<file path="src/sv/hht_pkg.sv">
`default_nettype none
package hht_pkg;

	localparam int CAPACITY = 64;
	localparam int IDX_W    = $clog2(CAPACITY);
	localparam int CNT_W    = $clog2(CAPACITY + 1);
	localparam int WANT_W   = 7;

	typedef enum logic {
		OP_TRACK = 1'b0,
		OP_QUERY = 1'b1
	} op_t;

	typedef enum logic [1:0] {
		ST_UPDATED = 2'd0,
		ST_CREATED = 2'd1,
		ST_DROPPED = 2'd2
	} status_t;

	typedef enum logic {
		KIND_TRACK  = 1'b0,
		KIND_TALKER = 1'b1
	} kind_t;

	// decoded command held in the queue
	typedef struct packed {
		op_t              op;
		logic [31:0]      ip;
		logic [15:0]      bytes;
		logic             src;
		logic [31:0]      now;
		logic [CNT_W-1:0] want;
	} cmd_t;

	// one table entry, total kept alongside for the ranking scan
	typedef struct packed {
		logic [31:0] ip;
		logic [63:0] bo;
		logic [63:0] bi;
		logic [31:0] po;
		logic [31:0] pi;
		logic [31:0] seen;
		logic [63:0] total;
	} entry_t;

	typedef struct packed {
		kind_t       kind;
		status_t     status;
		logic        ev;
		logic [31:0] ip;
		logic [63:0] bo;
		logic [63:0] bi;
		logic [31:0] po;
		logic [31:0] pi;
		logic [31:0] seen;
		logic        last;
	} res_t;

endpackage
`default_nettype wire

</file>
<file path="src/sv/hht_front.sv">
`default_nettype none
module hht_front (
	input  wire logic              clk,
	input  wire logic              arst_n,
	input  wire logic              cmd_valid,
	output logic                   cmd_stall,
	input  wire logic              op,
	input  wire logic [31:0]       ip_addr,
	input  wire logic [15:0]       byte_count,
	input  wire logic              is_source,
	input  wire logic [31:0]       now_seconds,
	input  wire logic [6:0]        max_entries,
	input  wire logic              pop,
	output logic                   head_valid,
	output hht_pkg::cmd_t          head
);
	import hht_pkg::*;

	cmd_t       fifo_q [2];
	logic       wr_ptr_q, rd_ptr_q;
	logic [1:0] count_q;
	cmd_t       cmd_in;
	logic       push;

	// classify the beat and clamp the query limit
	always_comb begin
		cmd_in.op    = op_t'(op);
		cmd_in.ip    = ip_addr;
		cmd_in.bytes = byte_count;
		cmd_in.src   = is_source;
		cmd_in.now   = now_seconds;
		if (max_entries > WANT_W'(CAPACITY))
			cmd_in.want = CNT_W'(CAPACITY);
		else
			cmd_in.want = CNT_W'(max_entries);
	end

	assign cmd_stall  = (count_q == 2'd2);
	assign push       = cmd_valid && !cmd_stall;
	assign head_valid = (count_q != 2'd0);
	assign head       = fifo_q[rd_ptr_q];

	// two-entry queue storage
	always_ff @(posedge clk) begin
		if (push)
			fifo_q[wr_ptr_q] <= cmd_in;
	end

	// queue pointers
	always_ff @(posedge clk or negedge arst_n) begin
		if (!arst_n) begin
			wr_ptr_q <= 1'b0;
			rd_ptr_q <= 1'b0;
			count_q  <= 2'd0;
		end else begin
			if (push)
				wr_ptr_q <= !wr_ptr_q;
			if (pop)
				rd_ptr_q <= !rd_ptr_q;
			count_q <= count_q + 2'(push) - 2'(pop);
		end
	end

endmodule
`default_nettype wire

</file>
<file path="config.mk">
export PLATFORM = sky130hd
export DESIGN_NAME = hht_front
export DESIGN_NICKNAME = d
export VERILOG_FILES = /design/src/sv/hht_pkg.sv /design/src/sv/hht_front.sv
export SDC_FILE = /design/constraint.sdc
export NUM_CORES = 1
export LEC_CHECK = 0
export BUFFER_PORTS_ARGS = -buffer_cell sky130_fd_sc_hd__buf_2
export CAP_MARGIN = 20
export CORE_ASPECT_RATIO = 1.1
export CORE_MARGIN = 5
export CORE_UTILIZATION = 40
export DETAILED_ROUTE_END_ITERATION = 10
export PLACE_DENSITY = 0.74
export SLEW_MARGIN = 10
export SYNTH_ARGS = -nofsm -noshare
export SYNTH_HDL_FRONTEND = slang
export SYNTH_SLANG_ARGS = --single-unit
</file>
<file path="constraint.sdc">
create_clock -name clk -period 7.5 [get_ports clk]
set_input_delay 0.75 -clock clk [delete_from_list [all_inputs] [get_ports clk]]
set_output_delay 0.75 -clock clk [all_outputs]
set_load 0.02 [all_outputs]
</file>
Word-level counts from Yosys, hierarchy flattened
Memories as Yosys holds them, arrays and structs flattened.
Index checks and enable logic that the tools add are counted.
{ "word_totals": {"input_bits": 93, "rom_bits": 0, "regBits": 4, "latch_bits": 0, "wordCells": 16, "mem_count": 1, "output_inout_bits": 91, "ramBits": 178} }
{ "op_classes": {"n_eq_ne": 1, "shifts": 0, "add_sub_neg": 2, "n_div": 0, "n_mux": 3, "mul": 0, "reduce_logical": 5, "bitwise_logic": 0, "order_cmp": 1} }
{ "mem_list": {"columns": ["name", "depth", "width", "read_ports", "rd_clocked_by_memory_dff", "write_ports", "line", "text"], "rows": [
  ["fifo_q", 2, 89, 1, 0, 1, "hht_front.sv:19", "cmd_t fifo_q [2];"]
]} }
{ "ops": {"columns": ["cell", "count"], "rows": [
  ["$gt 7x7->1 const B", 1],
  ["$mux 7", 1],
  ["$logic_not 1->1", 3],
  ["$add 2x1->2", 1],
  ["$eq 2x2->1 const B", 1],
  ["$mux 1", 2],
  ["$reduce_bool 2->1", 1],
  ["$sub 2x1->2", 1],
  ["$logic_and 1x1->1", 1]
]} }

Longest topological paths before layout
{ "logic_depth": {"depth_word": 5, "depth_mapped": 7, "mapped_depth_nobuf": 7} }

Worst setup path before layout
Ideal clock, no wire load.
{ "synth_path": {"path_kind": "input-to-reg", "from": "input cmd_valid", "to": "memory fifo_q[0][0] in the netlist's numbering (enable)", "setup_time_ns": 0.537, "arrival_ns": 4.552, "required_time_ns": 6.963, "path_buffers": 0, "cell_stages": 2, "setup_slack_ns": 2.411, "path_cell_list": "nand2_1 -> nor2_1"} }
{ "synth_between": {"elab_chain_cells": 3} }
{ "synth_rtl": {"columns": ["item", "line", "text"], "rows": [
  ["start, declared", "hht_front.sv:5", "input wire logic cmd_valid,"],
  ["$logic_and 1x1->1", "hht_front.sv:39", "assign push = cmd_valid && !cmd_stall;"],
  ["$mux 1", "hht_front.sv:45", "if (push)"],
  ["$mux 1 (implied by the code)", "hht_front.sv:46", "fifo_q[wr_ptr_q] <= cmd_in;"],
  ["end, declared", "hht_front.sv:19", null]
]} }
Every way passes these cells.

==> results.toml <==
[power_and_ir_drop]
power_leakage_nw = 3.533
ir_drop_mv = 0.1943
power_density_mw_per_mm2 = 412.0

[logic_synthesis]
yosysWarnings = 0
syn_inst = 301
synth.avg_cell_area_sq_um = 23.61
synth_nets = 396
synth-seq-area-share_pct = 76.61
syn_area_sq_mm = 0.007108
yosysTopAreaCell = "edfxtp_1"
synthTopCellsByArea = "edfxtp_1 75%, mux2_4 19%, buf_12 2.5%"
ys_types = 16
yosysTopAreaCellShare_pct = 75.20
ys_ff_latch = 182

[placed_design]
dp_hpwl_microns = 8637
dpl_worst_slack_ns = 4.418
gp_congestion = 0.7151
portBuffers = 183

[layout]
nets = 591
fillCellCount = 1484
area_growth_pct = 23.50
n_antenna_cell = 0
final_util_pct = 49.84
multi_input_area_sq_mm = 0.001473
post_route_cells_drive_above_1_share_pct = 60.90
seqCellArea_sq_mm = 0.005449

[floorplanning]
start_util_pct = 40.36
die_y_microns = 149.8
num_rows = 51
die_area_sq_mm = 0.02054
fp.dieW_microns = 137.1
pin_count = 184
core_area_sq_mm = 0.01761

[clock_network]
clockBufferDepth = 2
clk_latency_ns = 0.41
clock-sinks = 182
cts.clk_slew.worst_paths_ns = 0.06
cts_tree = "yes"
post_cts_buffers = 0
cts_made_buffers = 17
hold_buffers = 0
cts_resized = 0
htreeDepth = 4
root_buffer = "clkbuf_16"

[run]
drv_cap = 0

[min_path]
min_path_type = "input port to asynchronous set/reset pin"

[route]
drc = 0
wl_per_cell_microns = 16.70
viasPerCell = 4.502
final_antenna_net_count = 0
wirelength_microns = 12480
firstDrtPassIters = 4
dr.first_iter.drc_count = 150
route.vias.total = 3363

[sta]
hold_viol = 0
period_share_pct = 46.54
setup_ws_ns = 4.010
timing.fmax_mhz = 286.5
rsz0062_at_grt = "no"
slew_violations = 0
fin_setup_tns_ns = 0
holdWs_ns = 0.1307
tightest_slew_ns = 1.070
fin_crit_ns = 3.490
slew-limit-headroom_pct = 28.70
finalSetupViolCount = 0
skew_ns = 0.006431

[global_routing]
grt_max_degree = 59
grt_overflow = 0
grt_pass1_wl_microns = 18800
grt_pass1_vias = 3717
track_usage_pct = 12.21
antenna_found_initial = 1

[worst_setup_path]
critPathLaunchType = "flop"
r2r-start = "count_q[1]"
crit_start = "rd_ptr_q"
crit_fanout = 58
critPathKind = "flop to primary output"
crit_path_end_kind = "primary output"
worstPathRequired_ns = 6.75
arrival_ns = 2.74

[outcome]
status = "finished clean"
## metrics by stage
stage	area, sq um	total power, mW	cells
2_1_floorplan	7108	2.523	301
3_3_place_gp	8165	2.750	714
3_5_place_dp	8193	2.788	715
4_1_cts	8778	3.671	747
5_1_grt	8778	3.789	747
6_report	8778	3.616	747
## layout by cell type, fill, tap and decap left out, types with 3 or more instances in the layout
master / count
clkinv_2: 6
buf_4: 3
buf_2: 183
dfrtp_1: 3
bufinv_16: 3
mux2_4: 89
xnor2_1: 3
edfxtp_1: 178
clkbuf_16: 17
nor2b_1: 6
## registers in the layout, indices dropped and copies added, names as in the netlist
name      cells
fifo_q      178
count_q       2
rd_ptr_q      1
wr_ptr_q      1
## layout make-up
| class | instances | share of cell area (%) |
|---|---|---|
| clock buffers | 17 | 4.846 |
| clock inverters | 15 | 1.824 |
| inverters | 2 | 0.08552 |
| multi-input cells | 106 | 16.78 |
| flip-flops and latches | 182 | 62.07 |
| well taps | 238 | 3.392 |
| repair buffers | 187 | 11.00 |
## cells in the mapped netlist (all sizes together)
cell type	instances
edfxtp	178
mux2	89
buf	10
nor2b	6
dfrtp	4
xnor2	3
ha	2
inv	2
and3	1
clkbuf	1
nand2	1
nand2b	1
nor2	1
or2	1
xor2	1
## power by group
| group | internal [mW] | switching [mW] |
|---|---|---|
| Clock | 0.520 | 0.357 |
| Sequential | 1.39 | 0.105 |
| Combinational | 0.568 | 0.673 |
| Total | 2.48 | 1.14 |
## per-layer routing
metal  wire length, microns  track usage, %
met1                   4843           13.60
met2                   6349           20.95
met3                   1055           4.607
met4                    214           5.040
met5                     11               0
## cells by family after synthesis
family	share of synthesized area [%]
simple gates	0.8979
buf+inv	2.852
fa+ha+maj	0.3520
xor+xnor	0.4930
mux	18.80
flops	76.61
## final timing paths
check	cells past startpoint	slack, ns	end
max	3	4.01	head[5]
min	1	0.13	wr_ptr_q
max reg2reg	3	5.33	fifo_q[1][7]
min reg2reg	1	0.53	count_q[0]
max in group asynchronous	1	7.23	rd_ptr_q
min in group clk	1	0.52	fifo_q[0][86]
## critical path, stage by stage, from the launching register on
cell and delay (ns):
dfrtp_4 0.82, buf_4 0.88, mux2_4 0.36, buf_2 0.16
Power figures use the tool's default switching activity.
